## config.mk

```make
export PLATFORM = sky130hd
export DESIGN_NAME = idle_time_window_monitor_flat
export DESIGN_NICKNAME = d
export VERILOG_FILES = /design/src/sv/itwm_pkg.sv /design/src/sv/itwm_if.sv /design/src/sv/itwm_ctrl.sv /design/src/sv/itwm_dp.sv /design/src/sv/idle_time_window_monitor.sv /design/src/flat_wrapper.sv
export SDC_FILE = /design/constraint.sdc
export NUM_CORES = 1
export LEC_CHECK = 0
export BUFFER_PORTS_ARGS = -buffer_cell sky130_fd_sc_hd__buf_2
export CAP_MARGIN = 15
export CORE_MARGIN = 1
export CORE_UTILIZATION = 50
export CTS_CLUSTER_SIZE = 25
export DETAILED_ROUTE_END_ITERATION = 8
export PLACE_DENSITY = 0.72
export SLEW_MARGIN = 20
export SYNTH_ARGS = -nofsm -noshare
export SYNTH_HDL_FRONTEND = slang
export SYNTH_SLANG_ARGS = --single-unit
```

## constraint.sdc

```tcl
create_clock -name i_clk -period 16.5 [get_ports i_clk]
set_input_delay 1.65 -clock i_clk [delete_from_list [all_inputs] [get_ports i_clk]]
set_output_delay 1.65 -clock i_clk [all_outputs]
set_load 0.01 [all_outputs]
```

## src/sv/itwm_pkg.sv

```systemverilog
// Package for the idle time window monitor: widths, constants, controller
// states and the command and status structs between controller and datapath.
// Depends on nothing; every other file of the block imports it.
package itwm_pkg;

    // Time and register widths.
    localparam int TIME_BITS = 48;
    localparam int WIN_BITS  = 32;
    localparam int PCT_BITS  = 7;

    // The percentage is below 128, so the quotient has PCT_BITS bits and the
    // scaled numerator acc * 100 fits in TIME_BITS + PCT_BITS bits.
    localparam int NUM_BITS  = TIME_BITS + PCT_BITS;
    localparam int DIV_STEPS = PCT_BITS;
    localparam int CNT_BITS  = $clog2(DIV_STEPS);

    localparam logic [WIN_BITS-1:0] WINDOW_RESET = WIN_BITS'(1000000);
    localparam logic [PCT_BITS-1:0] PCT_FULL     = PCT_BITS'(100);
    localparam logic [CNT_BITS-1:0] CNT_LAST     = CNT_BITS'(DIV_STEPS - 1);

    // Event codes.
    localparam logic OP_IDLE_BEGIN = 1'b0;
    localparam logic OP_IDLE_END   = 1'b1;

    typedef enum logic [2:0] {
        S_IDLE,
        S_DIFF,
        S_EVAL,
        S_PREP,
        S_DIV,
        S_CLOSE,
        S_OUT
    } t_state;

    // Commands from the controller to the datapath.
    typedef struct packed {
        logic cap;
        logic diff;
        logic begin_idle;
        logic end_idle;
        logic open_win;
        logic add_acc;
        logic div_init;
        logic div_step;
        logic close_win;
        logic load_out;
    } t_dp_cmd;

    // Status from the datapath to the controller.
    typedef struct packed {
        logic op;
        logic idle_open;
        logic window_active;
        logic el_ge_win;
    } t_dp_sts;

endpackage

```

## src/sv/itwm_if.sv

```systemverilog
// Channel interfaces of the idle time window monitor: event input, result
// output and the window length write channel. Depends on itwm_pkg.

// Event channel: one item is an idle begin or idle end with its time.
interface itwm_evt_if;
    import itwm_pkg::*;
    logic                 valid;
    logic                 ready;
    logic                 op;
    logic [TIME_BITS-1:0] timestamp_us;
    modport source (output valid, output op, output timestamp_us, input ready);
    modport sink   (input valid, input op, input timestamp_us, output ready);
endinterface

// Result channel: one item per event.
interface itwm_res_if;
    import itwm_pkg::*;
    logic                valid;
    logic                ready;
    logic [PCT_BITS-1:0] idle_percent;
    logic                percent_updated;
    logic                currently_idle;
    modport source (output valid, output idle_percent, output percent_updated,
                    output currently_idle, input ready);
    modport sink   (input valid, input idle_percent, input percent_updated,
                    input currently_idle, output ready);
endinterface

// Configuration channel: writes the window length register.
interface itwm_cfg_if;
    import itwm_pkg::*;
    logic                valid;
    logic                ready;
    logic [WIN_BITS-1:0] window_us;
    modport source (output valid, output window_us, input ready);
    modport sink   (input valid, input window_us, output ready);
endinterface

```

## src/sv/itwm_ctrl.sv

```systemverilog
// Controller of the idle time window monitor: sequences one event through
// the datapath and owns the result valid flag. Depends on itwm_pkg.
module itwm_ctrl (
    input  logic              i_clk,
    input  logic              i_rst_n,
    input  logic              i_in_valid,
    output logic              o_in_ready,
    output logic              o_out_valid,
    input  logic              i_out_ready,
    input  itwm_pkg::t_dp_sts i_sts,
    output itwm_pkg::t_dp_cmd o_cmd
);
    import itwm_pkg::*;

    t_state              r_state, n_state;
    logic [CNT_BITS-1:0] r_cnt, n_cnt;
    logic                r_out_valid, n_out_valid;

    // State, step counter and result valid registers.
    always_ff @(posedge i_clk) begin
        if (!i_rst_n) begin
            r_state     <= S_IDLE;
            r_cnt       <= '0;
            r_out_valid <= 1'b0;
        end else begin
            r_state     <= n_state;
            r_cnt       <= n_cnt;
            r_out_valid <= n_out_valid;
        end
    end

    // Next state and commands.
    always_comb begin
        n_state    = r_state;
        n_cnt      = r_cnt;
        o_cmd      = '0;
        o_in_ready = 1'b0;
        unique case (r_state)
            S_IDLE: begin
                o_in_ready = 1'b1;
                if (i_in_valid) begin
                    o_cmd.cap = 1'b1;
                    n_state   = S_DIFF;
                end
            end
            S_DIFF: begin
                o_cmd.diff = 1'b1;
                n_state    = S_EVAL;
            end
            S_EVAL: begin
                n_state = S_OUT;
                if (i_sts.op == OP_IDLE_BEGIN) begin
                    o_cmd.begin_idle = !i_sts.idle_open;
                end else if (i_sts.idle_open) begin
                    o_cmd.end_idle = 1'b1;
                    if (!i_sts.window_active) begin
                        o_cmd.open_win = 1'b1;
                    end else begin
                        o_cmd.add_acc = 1'b1;
                        if (i_sts.el_ge_win) begin
                            n_state = S_PREP;
                        end
                    end
                end
            end
            S_PREP: begin
                o_cmd.div_init = 1'b1;
                n_cnt          = '0;
                n_state        = S_DIV;
            end
            S_DIV: begin
                o_cmd.div_step = 1'b1;
                n_cnt          = r_cnt + 1'b1;
                if (r_cnt == CNT_LAST) begin
                    n_state = S_CLOSE;
                end
            end
            S_CLOSE: begin
                o_cmd.close_win = 1'b1;
                n_state         = S_OUT;
            end
            S_OUT: begin
                if (!r_out_valid || i_out_ready) begin
                    o_cmd.load_out = 1'b1;
                    n_state        = S_IDLE;
                end
            end
            default: begin
                n_state = S_IDLE;
            end
        endcase
    end

    // A result stays valid until taken; a new one is loaded only into a free slot.
    assign n_out_valid = (r_out_valid && !i_out_ready) || o_cmd.load_out;
    assign o_out_valid = r_out_valid;

endmodule

```

## src/sv/itwm_dp.sv

```systemverilog
// Datapath of the idle time window monitor: time state, window accumulator,
// window length register, restoring divider and result register.
// Depends on itwm_pkg.
module itwm_dp (
    input  logic                          i_clk,
    input  logic                          i_rst_n,
    input  logic                          i_cfg_valid,
    input  logic [itwm_pkg::WIN_BITS-1:0] i_cfg_window_us,
    input  logic                          i_op,
    input  logic [itwm_pkg::TIME_BITS-1:0] i_timestamp_us,
    input  itwm_pkg::t_dp_cmd             i_cmd,
    output itwm_pkg::t_dp_sts             o_sts,
    output logic [itwm_pkg::PCT_BITS-1:0] o_idle_percent,
    output logic                          o_percent_updated,
    output logic                          o_currently_idle
);
    import itwm_pkg::*;

    // Captured event and time differences.
    logic                 r_op;
    logic [TIME_BITS-1:0] r_now;
    logic [TIME_BITS-1:0] r_dur;
    logic [TIME_BITS-1:0] r_el;

    // Monitor state.
    logic [WIN_BITS-1:0]  r_win;
    logic                 r_open;
    logic                 r_active;
    logic [TIME_BITS-1:0] r_ibegin;
    logic [TIME_BITS-1:0] r_wbegin;
    logic [TIME_BITS-1:0] r_acc;
    logic [PCT_BITS-1:0]  r_pct;
    logic                 r_upd;

    // Divider state.
    logic [NUM_BITS-1:0]  r_rem;
    logic [NUM_BITS-1:0]  r_div;
    logic [PCT_BITS-1:0]  r_quo;
    logic                 r_zero;
    logic                 r_full;

    // Result register.
    logic [PCT_BITS-1:0]  r_o_pct;
    logic                 r_o_upd;
    logic                 r_o_idle;

    logic [NUM_BITS-1:0]  acc_x100;
    logic                 rem_ge;
    logic [PCT_BITS-1:0]  pct_new;

    // acc * 100 as three shifted terms.
    assign acc_x100 = (NUM_BITS'(r_acc) << 6) + (NUM_BITS'(r_acc) << 5)
                    + (NUM_BITS'(r_acc) << 2);
    assign rem_ge   = (r_rem >= r_div);

    // Zero elapsed time gives 0, an accumulator not below elapsed gives 100.
    always_comb begin
        priority if (r_zero) begin
            pct_new = '0;
        end else if (r_full) begin
            pct_new = PCT_FULL;
        end else begin
            pct_new = r_quo;
        end
    end

    // Control state and the window length register.
    always_ff @(posedge i_clk) begin
        if (!i_rst_n) begin
            r_win    <= WINDOW_RESET;
            r_open   <= 1'b0;
            r_active <= 1'b0;
            r_ibegin <= '0;
            r_wbegin <= '0;
            r_acc    <= '0;
            r_pct    <= '0;
            r_upd    <= 1'b0;
        end else begin
            if (i_cfg_valid) begin
                r_win <= i_cfg_window_us;
            end
            if (i_cmd.cap) begin
                r_upd <= 1'b0;
            end
            if (i_cmd.begin_idle) begin
                r_ibegin <= r_now;
                r_open   <= 1'b1;
            end
            if (i_cmd.end_idle) begin
                r_open <= 1'b0;
            end
            if (i_cmd.open_win) begin
                r_wbegin <= r_now;
                r_acc    <= '0;
                r_active <= 1'b1;
            end else if (i_cmd.add_acc) begin
                r_acc <= r_acc + r_dur;
            end
            if (i_cmd.close_win) begin
                r_pct    <= pct_new;
                r_wbegin <= r_now;
                r_acc    <= '0;
                r_upd    <= 1'b1;
            end
        end
    end

    // Event capture, differences, divider and result payload.
    always_ff @(posedge i_clk) begin
        if (i_cmd.cap) begin
            r_op  <= i_op;
            r_now <= i_timestamp_us;
        end
        if (i_cmd.diff) begin
            r_dur <= r_now - r_ibegin;
            r_el  <= r_now - r_wbegin;
        end
        if (i_cmd.div_init) begin
            r_rem  <= acc_x100;
            r_div  <= NUM_BITS'(r_el) << (DIV_STEPS - 1);
            r_quo  <= '0;
            r_zero <= (r_el == '0);
            r_full <= (r_acc >= r_el);
        end else if (i_cmd.div_step) begin
            if (rem_ge) begin
                r_rem <= r_rem - r_div;
            end
            r_div <= r_div >> 1;
            r_quo <= {r_quo[PCT_BITS-2:0], rem_ge};
        end
        if (i_cmd.load_out) begin
            r_o_pct  <= r_pct;
            r_o_upd  <= r_upd;
            r_o_idle <= r_open;
        end
    end

    assign o_sts.op            = r_op;
    assign o_sts.idle_open     = r_open;
    assign o_sts.window_active = r_active;
    assign o_sts.el_ge_win     = (r_el >= TIME_BITS'(r_win));

    assign o_idle_percent    = r_o_pct;
    assign o_percent_updated = r_o_upd;
    assign o_currently_idle  = r_o_idle;

endmodule

```

## src/sv/idle_time_window_monitor.sv

```systemverilog
// Idle time window monitor, top level: controller, datapath and channels.
// An event runs through the capture, difference, evaluate and output steps;
// one that closes a window adds setup, 7 restoring divide steps of one quotient
// bit each, then the close. The next event is taken only after the output step,
// and a result still held by the receiver stalls an event at its output step.
// Reset (i_rst_n, synchronous, active low): state clear, window 1000000 us.
module idle_time_window_monitor (
    input  logic              i_clk,
    input  logic              i_rst_n,
    itwm_evt_if.sink          i_evt,
    itwm_res_if.source        o_res,
    itwm_cfg_if.sink          i_cfg
);
    import itwm_pkg::*;

    t_dp_cmd cmd;
    t_dp_sts sts;

    // The window length register takes a write in any cycle.
    assign i_cfg.ready = 1'b1;

    itwm_ctrl u_ctrl (
        .i_clk       (i_clk),
        .i_rst_n     (i_rst_n),
        .i_in_valid  (i_evt.valid),
        .o_in_ready  (i_evt.ready),
        .o_out_valid (o_res.valid),
        .i_out_ready (o_res.ready),
        .i_sts       (sts),
        .o_cmd       (cmd)
    );

    itwm_dp u_dp (
        .i_clk             (i_clk),
        .i_rst_n           (i_rst_n),
        .i_cfg_valid       (i_cfg.valid),
        .i_cfg_window_us   (i_cfg.window_us),
        .i_op              (i_evt.op),
        .i_timestamp_us    (i_evt.timestamp_us),
        .i_cmd             (cmd),
        .o_sts             (sts),
        .o_idle_percent    (o_res.idle_percent),
        .o_percent_updated (o_res.percent_updated),
        .o_currently_idle  (o_res.currently_idle)
    );

`ifndef SYNTH
    // The percentage never exceeds 100.
    a_pct_range: assert property (@(posedge i_clk) disable iff (!i_rst_n)
        o_res.valid |-> (o_res.idle_percent <= PCT_FULL))
        else $error("idle percentage above 100");

    // One event at a time: no accept in the cycle after an accept.
    a_one_at_a_time: assert property (@(posedge i_clk) disable iff (!i_rst_n)
        (i_evt.valid && i_evt.ready) |=> !i_evt.ready)
        else $error("event accepted while another is in work");

    // A window closes only on an idle end, so the block is not idle then.
    a_close_not_idle: assert property (@(posedge i_clk) disable iff (!i_rst_n)
        (o_res.valid && o_res.percent_updated) |-> !o_res.currently_idle)
        else $error("window closed while an idle period is open");
`endif

endmodule

```

## src/flat_wrapper.sv

```systemverilog
// flat-port wrapper written by rule: the top's interface ports become plain ports
module idle_time_window_monitor_flat import itwm_pkg::*;
  (i_clk, i_rst_n, i_evt_valid, i_evt_op, i_evt_timestamp_us, i_evt_ready, o_res_valid, o_res_idle_percent, o_res_percent_updated, o_res_currently_idle, o_res_ready, i_cfg_valid, i_cfg_window_us, i_cfg_ready);
  itwm_evt_if i_evt_i ();
  itwm_res_if o_res_i ();
  itwm_cfg_if i_cfg_i ();
  input  logic i_clk;
  input  logic i_rst_n;
  input wire logic [$bits(i_evt_i.valid)-1:0] i_evt_valid;
  input wire logic [$bits(i_evt_i.op)-1:0] i_evt_op;
  input wire logic [$bits(i_evt_i.timestamp_us)-1:0] i_evt_timestamp_us;
  output wire logic [$bits(i_evt_i.ready)-1:0] i_evt_ready;
  output wire logic [$bits(o_res_i.valid)-1:0] o_res_valid;
  output wire logic [$bits(o_res_i.idle_percent)-1:0] o_res_idle_percent;
  output wire logic [$bits(o_res_i.percent_updated)-1:0] o_res_percent_updated;
  output wire logic [$bits(o_res_i.currently_idle)-1:0] o_res_currently_idle;
  input wire logic [$bits(o_res_i.ready)-1:0] o_res_ready;
  input wire logic [$bits(i_cfg_i.valid)-1:0] i_cfg_valid;
  input wire logic [$bits(i_cfg_i.window_us)-1:0] i_cfg_window_us;
  output wire logic [$bits(i_cfg_i.ready)-1:0] i_cfg_ready;
  assign i_evt_i.valid = i_evt_valid;
  assign i_evt_i.op = i_evt_op;
  assign i_evt_i.timestamp_us = i_evt_timestamp_us;
  assign i_evt_ready = i_evt_i.ready;
  assign o_res_valid = o_res_i.valid;
  assign o_res_idle_percent = o_res_i.idle_percent;
  assign o_res_percent_updated = o_res_i.percent_updated;
  assign o_res_currently_idle = o_res_i.currently_idle;
  assign o_res_i.ready = o_res_ready;
  assign i_cfg_i.valid = i_cfg_valid;
  assign i_cfg_i.window_us = i_cfg_window_us;
  assign i_cfg_ready = i_cfg_i.ready;
  idle_time_window_monitor u_core (.i_clk(i_clk), .i_rst_n(i_rst_n), .i_evt(i_evt_i), .o_res(o_res_i), .i_cfg(i_cfg_i));
endmodule
```

==> impl_metrics.env, run 1 <==
export IMPL_dominant_synthesized_flop_cell="edfxtp_1"
export IMPL_antennaDiodeCount=0
export IMPL_ys_ff_latch=465
export IMPL_synth_seq_area_share_pct=36.1
export IMPL_hold_path_class="flop to flop"
export IMPL_gp_congestion=0.950
export IMPL_first_global_vias=25300
export IMPL_power_switching_mw=0.978
export IMPL_timing_worst_setup_path_type="flop to flop"
export IMPL_critical_path_endpoint_type="flop"
export IMPL_syn_nets=4122
export IMPL_dr_total_vias=26500
export IMPL_grt_overflow_total=0
export IMPL_synthCells=3658
export IMPL_grt_antenna_before_repair=0
export IMPL_synthToLayoutAreaGrowth_pct=8.97
export IMPL_timing_critical_path_fanout_max=53
export IMPL_intPower_mw=2.33
export IMPL_synthArstFlopShare_pct=0
export IMPL_rsz0062_at_grt="false"
export IMPL_crit_slowest_cell="buf_4"
export IMPL_final_core_utilization_pct=55.5
export IMPL_synth_top_cell_by_area="edfxtp_1"
export IMPL_finalInstanceArea_sq_um=36000
export IMPL_syn_avg_cell_area_sq_um=9.02
export IMPL_crit_required_ps=16730
export IMPL_cpMostUsedCell="nand3_1"
export IMPL_share_of_total_power_consumed_by_net_switching_pct=29.6
export IMPL_synth_area_sq_um=33000
export IMPL_finalWorstPathRequiredPeriod_ps=4320
export IMPL_totalNegativeSetupSlack_ps=0
export IMPL_layout_drive_gt1_share_pct=6.50
export IMPL_design_core_area_sq_um=64800
export IMPL_fin_hold_ws_ps=435
export IMPL_power_ir_vdd_worst_uv=97.7
export IMPL_crit_path_max_incr_delay_ps=620
export IMPL_tritoncts_num_sinks=465
export IMPL_share_clk_of_total_power_pct=36.4
export IMPL_cellLeakagePower_nw=15.3
export IMPL_latest_clock_arrival_within_the_worst_skew_pair_ps=620
export IMPL_hpwlAfterDp_um=61600
export IMPL_finalHoldViolations=0
export IMPL_grt_util_all_layers_pct=24.2
export IMPL_synth_edf_count=259
export IMPL_die_y_um=259
export IMPL_initial_utilization_pct=50.9
export IMPL_combinationalPowerShare_pct=21.2
export IMPL_maxCapViolations=0
export IMPL_post_place_ws_ps=12280
export IMPL_cellPowerDensity_nw_per_um2=91.9
export IMPL_grt_max_degree=102
export IMPL_synthesis_yosys_warnings=0
export IMPL_timing_final_setup_violations=0
export IMPL_cts_made_buffers=51
export IMPL_crit_path_start_kind="flop"
export IMPL_final_fill_count=5679
export IMPL_cp_cell_sequence="ha_1 -> and3_1 -> nand3_1 -> a211oi_2 -> o211ai_1 -> a2111o_1 -> a31oi_2 -> a41oi_1 -> o31ai_1 -> nand3_1 -> nand2_2 -> buf_4"
export IMPL_grt_pass1_wl_um=132000
export IMPL_buffer_depth_of_the_longest_clock_path=3
export IMPL_clk_root_buffer_cell="clkbuf_16"
export IMPL_drt_iter0_markers=2216
export IMPL_clock_skew_final_ps=25.1
export IMPL_slew_headroom_pct=28.0
export IMPL_cts_setup_buffers=0
export IMPL_period_share_pct=26.2
export IMPL_cts_tree="built"
export IMPL_design_die_area_sq_um=67000
export IMPL_grt_util_met2_pct=37.7
export IMPL_max_slew_worst_pin_slew_ps=1080
export IMPL_detail_route_vias_per_cell=5.78
export IMPL_grt_most_used_layer="met2"
export IMPL_grt_util_met3_pct=2.81
export IMPL_cts_clk_slew_worst_paths_ps=60
export IMPL_wire_per_inst_um=17.8
export IMPL_placed_area_sq_um=34200
export IMPL_wl_um=81600
export IMPL_num_rows=93
export IMPL_num_io_pins=98
export IMPL_maxClockFrequency_ghz=0.231
export IMPL_post_route_drc_count=0
export IMPL_ctsHoldBuffers=0
export IMPL_critPathArrivalTime_ps=4550
export IMPL_layout_nets=4157
export IMPL_status="finished clean"
export IMPL_count_of_port_buffers_added_during_placement=96
export IMPL_first_drt_pass_iteration_count=7
export IMPL_report_final_slew_viol_count=0
export IMPL_detail_route_antenna_nets=0
export IMPL_synth_top_cell_area_share_pct=23.6
export IMPL_footprint_of_the_multi_input_gates_sq_um=19500
export IMPL_post_cts_sizing=0
export IMPL_die_width_um=259
export IMPL_ys_top_cells_by_area="edfxtp_1 24%, dfxtp_1 12%, ha_1 12%"
export IMPL_layout_area_seq_sq_um=11900
export IMPL_grt_util_met1_pct=34.9
export IMPL_seq_power_share_pct=42.4
export IMPL_setup_slack_ps=12180
export IMPL_cts_max_level=2
export IMPL_synth_cell_types=93
## sequential cells by signal (all words and copies together) (netlist names), 3 cells and up
| register | cells |
|---|---|
| u_core.u_dp.r_el | 48 |
| u_core.u_dp.r_pct | 7 |
| u_core.u_dp.r_quo | 7 |
| u_core.u_dp.r_rem | 55 |
| u_core.u_dp.r_div | 54 |
| u_core.u_dp.r_ibegin | 48 |
| u_core.u_ctrl.r_cnt | 3 |
| u_core.u_dp.r_dur | 48 |
| u_core.u_dp.r_wbegin | 48 |
| u_core.u_dp.r_now | 48 |
| u_core.u_dp.r_win | 32 |
| u_core.u_dp.o_idle_percent | 7 |
| u_core.u_dp.r_acc | 48 |
| u_core.u_ctrl.r_state | 3 |
## critical path, delay by kind of cell (launching register included)
family / cells / cell delay (ps)
flip-flops: 1 / 370
AO/OA/AOI/OAI: 6 / 1840
buffers and inverters: 1 / 620
AND/OR/NAND/NOR: 4 / 680
adder cells (fa/ha/maj): 1 / 400
## routing by layer
metal	routed length, um	part of all wire (%)
met1	39100	48
met2	35500	43
met4	2500	3.1
met3	4530	5.5
met5	0	0
## cells in the mapped netlist, types with 8 or more instances
master and count:
a211oi_1 18, a21boi_0 113, a21o_1 200, a21oi_1 313, a221oi_1 9, a31oi_1 27, a41oi_1 8, and2_1 20
and3_1 31, buf_1 12, clkbuf_1 111, dfxtp_1 206, edfxtp_1 259, fa_1 49, ha_1 329, inv_1 304
mux2i_1 34, nand2_1 455, nand2b_1 37, nand3_1 63, nand3b_1 8, nand4_1 51, nor2_1 175, nor2b_1 68
nor3_1 50, nor4_1 23, o211a_1 8, o211ai_1 30, o21a_1 37, o21ai_0 133, o21ai_1 17, o21bai_1 33
o22ai_1 57, o31a_1 8, o31ai_1 19, or3_1 21, xnor2_1 139, xor2_1 65
## path summary, 6_finish.rpt
path                          from                             to  slack, ps  cells past startpoint
max          u_core.u_dp.r_rem[11]          u_core.u_dp.r_rem[32]      12180                     12
min reg2reg   u_core.u_dp.r_pct[3]  u_core.u_dp.o_idle_percent[3]        430                      0
max reg2reg  u_core.u_dp.r_rem[11]          u_core.u_dp.r_rem[32]      12180                     12
min           u_core.u_dp.r_pct[3]  u_core.u_dp.o_idle_percent[3]        430                      0
## final cells by class
type                    count  area share (%)
well taps                 855            2.97
multi-input cells        2760            54.2
repair buffers            111            1.66
clock inverters            32            1.12
clock buffers              64            3.81
flip-flops and latches    465            33.1
inverters                 304            3.17
## cell usage in the layout, fill, tap and decap left out, drive strengths merged, types with 31 or more instances in the layout
master    n
dfxtp   206
o21ai   152
nand2b   37
nand3    63
fa       49
nor2    175
edfxtp  259
mux2i    34
a21oi   314
buf     111
o22ai    57
nor2b    68
xnor2   139
xor2     65
a21o    202
a21boi  114
clkbuf   64
nand2   455
nor3     52
nand4    51
inv     308
o21bai   33
ha      329
o21a     37
o211ai   31
and3     33
a31oi    31
## stage by stage
stage | total power [mW] | cells
final | 3.30 | 4591
after global routing | 3.46 | 4591
after CTS | 3.32 | 4591
after detailed placement | 2.11 | 4495
after global placement | 2.10 | 4495
after floorplan | 1.93 | 3658
## power groups by stage
stage / Sequential [mW] / Combinational [mW] / Clock, mW
floorplan: 1.40 / 0.531 / 0
finish: 1.40 / 0.701 / 1.20
global route: 1.41 / 0.779 / 1.27
detailed placement: 1.42 / 0.688 / 0
global placement: 1.42 / 0.678 / 0
CTS: 1.40 / 0.693 / 1.23
## cell families after synthesis
kind of cell	share of synthesized area, %
xor gates and xnor gates	5.41
and+or+nand+nor	14.4
other	0.0114
muxes	1.11
AOI/OAI and AO/OA	22.6
DFF	36.1
adders and majority gates	15.4
buffers and inverters	5.02
(Power assumes the default switching activity.)
==> run 2: changes to the inputs <==
--- a/config.mk
+++ b/config.mk
@@ -11,7 +11,7 @@
 export CORE_UTILIZATION = 50
 export CTS_CLUSTER_SIZE = 25
 export DETAILED_ROUTE_END_ITERATION = 8
-export PLACE_DENSITY = 0.72
+export PLACE_DENSITY = 0.75
 export SLEW_MARGIN = 20
 export SYNTH_ARGS = -nofsm -noshare
 export SYNTH_HDL_FRONTEND = slang
==> constraint.sdc (replaced) <==
create_clock -name i_clk -period 3.6 [get_ports i_clk]
set_input_delay 0.36 -clock i_clk [delete_from_list [all_inputs] [get_ports i_clk]]
set_output_delay 0.36 -clock i_clk [all_outputs]
set_load 0.01 [all_outputs]
==> impl_metrics.env, run 2 (synthesis gave the netlist of run 1 again) <==
export IMPL_crit_required_ps=3920
export IMPL_layout_nets=4429
export IMPL_intPower_mw=10.8
export IMPL_drt_iter0_markers=2272
export IMPL_crit_path_start_kind="flop"
export IMPL_setup_slack_ps=-52.2
export IMPL_wl_um=85700
export IMPL_r2r_start="u_core.u_dp.r_rem[10]"
export IMPL_fin_total_pwr_mw=15.3
export IMPL_antennaDiodeCount=0
export IMPL_first_drt_pass_iteration_count=5
export IMPL_reg_top3="u_core.u_dp.r_rem (55), u_core.u_dp.r_div (54)"
export IMPL_max_slew_worst_pin_slew_ps=959
export IMPL_count_of_port_buffers_added_during_placement=96
export IMPL_hold_path_origin="i_cfg_window_us[0]"
export IMPL_timing_final_setup_violations=40
export IMPL_status="finished with violations"
export IMPL_dr_total_vias=27500
export IMPL_grt_pass1_wl_um=136000
export IMPL_die_width_um=259
export IMPL_post_route_drc_count=0
export IMPL_latest_clock_arrival_within_the_worst_skew_pair_ps=610
export IMPL_finalHoldViolations=0
export IMPL_seq_power_share_pct=41.8
export IMPL_grt_antenna_before_repair=0
export IMPL_report_final_slew_viol_count=0
export IMPL_grt_max_degree=147
export IMPL_combinationalPowerShare_pct=22.9
export IMPL_maxCapViolations=0
export IMPL_design_core_area_sq_um=64800
export IMPL_gp_congestion=0.927
export IMPL_timing_worst_setup_path_type="flop to flop"
export IMPL_largest_register="u_core.u_dp.r_rem"
export IMPL_finalWorstPathRequiredPeriod_ps=3650
export IMPL_num_rows=93
export IMPL_cts_max_level=2
export IMPL_detail_route_antenna_nets=0
export IMPL_maxClockFrequency_ghz=0.274
export IMPL_die_y_um=259
export IMPL_buffer_depth_of_the_longest_clock_path=3
export IMPL_critical_path_startpoint="u_core.u_dp.r_rem[10]"
export IMPL_power_switching_mw=4.52
export IMPL_grt_overflow_total=0
export IMPL_rsz0062_at_grt="true"
export IMPL_clock_skew_final_ps=35.0
export IMPL_num_io_pins=98
export IMPL_timing_critical_path_fanout_max=13
export IMPL_critical_path_endpoint_type="flop"
export IMPL_power_ir_vdd_worst_uv=414
export IMPL_wire_per_inst_um=17.6
export IMPL_detail_route_vias_per_cell=5.67
export IMPL_totalNegativeSetupSlack_ps=-1610
export IMPL_fin_hold_ws_ps=24.9
export IMPL_cts_tree="built"
export IMPL_top_library_cells_by_usage_in_the_layout_fill_and_taps_aside="453 x nand2_1, 317 x ha_1, 306 x a21oi_1, 298 x inv_1, 259 x edfxtp_1"
export IMPL_grt_util_all_layers_pct=24.9
export IMPL_cts_clk_slew_worst_paths_ps=70
export IMPL_initial_utilization_pct=50.9
export IMPL_hold_path_class="input port to flop"
export IMPL_period_share_pct=101
export IMPL_design_die_area_sq_um=67000
export IMPL_synthToLayoutAreaGrowth_pct=17.4
export IMPL_cts_made_buffers=51
export IMPL_largest_reg_flops=55
export IMPL_final_core_utilization_pct=59.8
export IMPL_post_place_ws_ps=-272
export IMPL_layout_commonest_cell="nand2_1"
export IMPL_clk_root_buffer_cell="clkbuf_16"
export IMPL_cellPowerDensity_nw_per_um2=396
export IMPL_critPathArrivalTime_ps=3970
export IMPL_share_clk_of_total_power_pct=35.3
export IMPL_final_fill_count=5359
export IMPL_layout_drive_gt1_share_pct=13.0
export IMPL_cellLeakagePower_nw=16.7
export IMPL_hpwlAfterDp_um=64000
export IMPL_violated_checks="setup timing"
export IMPL_slew_headroom_pct=36.1
export IMPL_share_of_total_power_consumed_by_net_switching_pct=29.5
export IMPL_first_global_vias=26100
export IMPL_tritoncts_num_sinks=465
-- run 2: cell type report --
| cell class | count | area, sq um | area share [%] |
|---|---|---|---|
| Clock buffer | 71 | 1450 | 3.73 |
| Clock inverter | 24 | 284 | 0.733 |
| Inverter | 304 | 1140 | 2.94 |
| Multi-Input combinational cell | 2760 | 19900 | 51.4 |
| Sequential cell | 465 | 11900 | 30.8 |
| Tap cell | 855 | 1070 | 2.76 |
| Timing Repair Buffer | 383 | 2960 | 7.63 |
-- run 2: power by group through the flow --
stage	registers [mW]	clock network (mW)	logic, mW
after floorplan	6.39	0	2.44
after global placement	6.50	0	3.18
after detailed placement	6.51	0	3.24
after CTS	6.40	5.51	3.38
after global routing	6.44	5.71	3.87
final	6.41	5.42	3.51
-- run 2: final timing paths --
path                                                 endpoint  slack, ps  cells after the start
worst max-delay path                    u_core.u_dp.r_rem[14]        -50                     14
worst min-delay path                     u_core.u_dp.r_win[0]         20                      3
worst max register to register          u_core.u_dp.r_rem[14]        -50                     14
worst min register to register  u_core.u_dp.o_idle_percent[1]        430                      0
-- run 2: worst max-delay path, cell delays in order (launching register included) --
cell and delay [ps]:
edfxtp_1 420, ha_4 300, and3_4 230, a221oi_4 70, o211ai_1 240, buf_4 150, o211ai_1 120, a2111o_1 480
a31oi_4 250, a41oi_4 160, o31ai_4 250, nand3_2 190, nand2_4 210, buf_4 150, buf_12 140
-- run 2: metrics by stage --
| stage | std cells | area, sq um |
|---|---|---|
| global placement | 4666 | 35500 |
| CTS | 4839 | 38300 |
| global route | 4862 | 38800 |
| floorplan | 3658 | 33000 |
| finish | 4862 | 38800 |
| detailed placement | 4666 | 35500 |
-- run 2: per-layer routing --
metal	track usage (%)	part of all wire (%)
met1	35.4	47
met2	38.7	44
met3	3.01	5.7
met4	9.32	3.6
met5	0	0
-- run 2: what timing repair did --
action / in CTS / in global routing
setup endpoints to repair: 71 / 103
pin swaps: 14 / 52
cloned: 2 / 1
hold buffers: 66 / 0
buffers inserted: 12 / 24
endpoints found under the hold margin: 66 / 0
resized for setup: 43 / 65
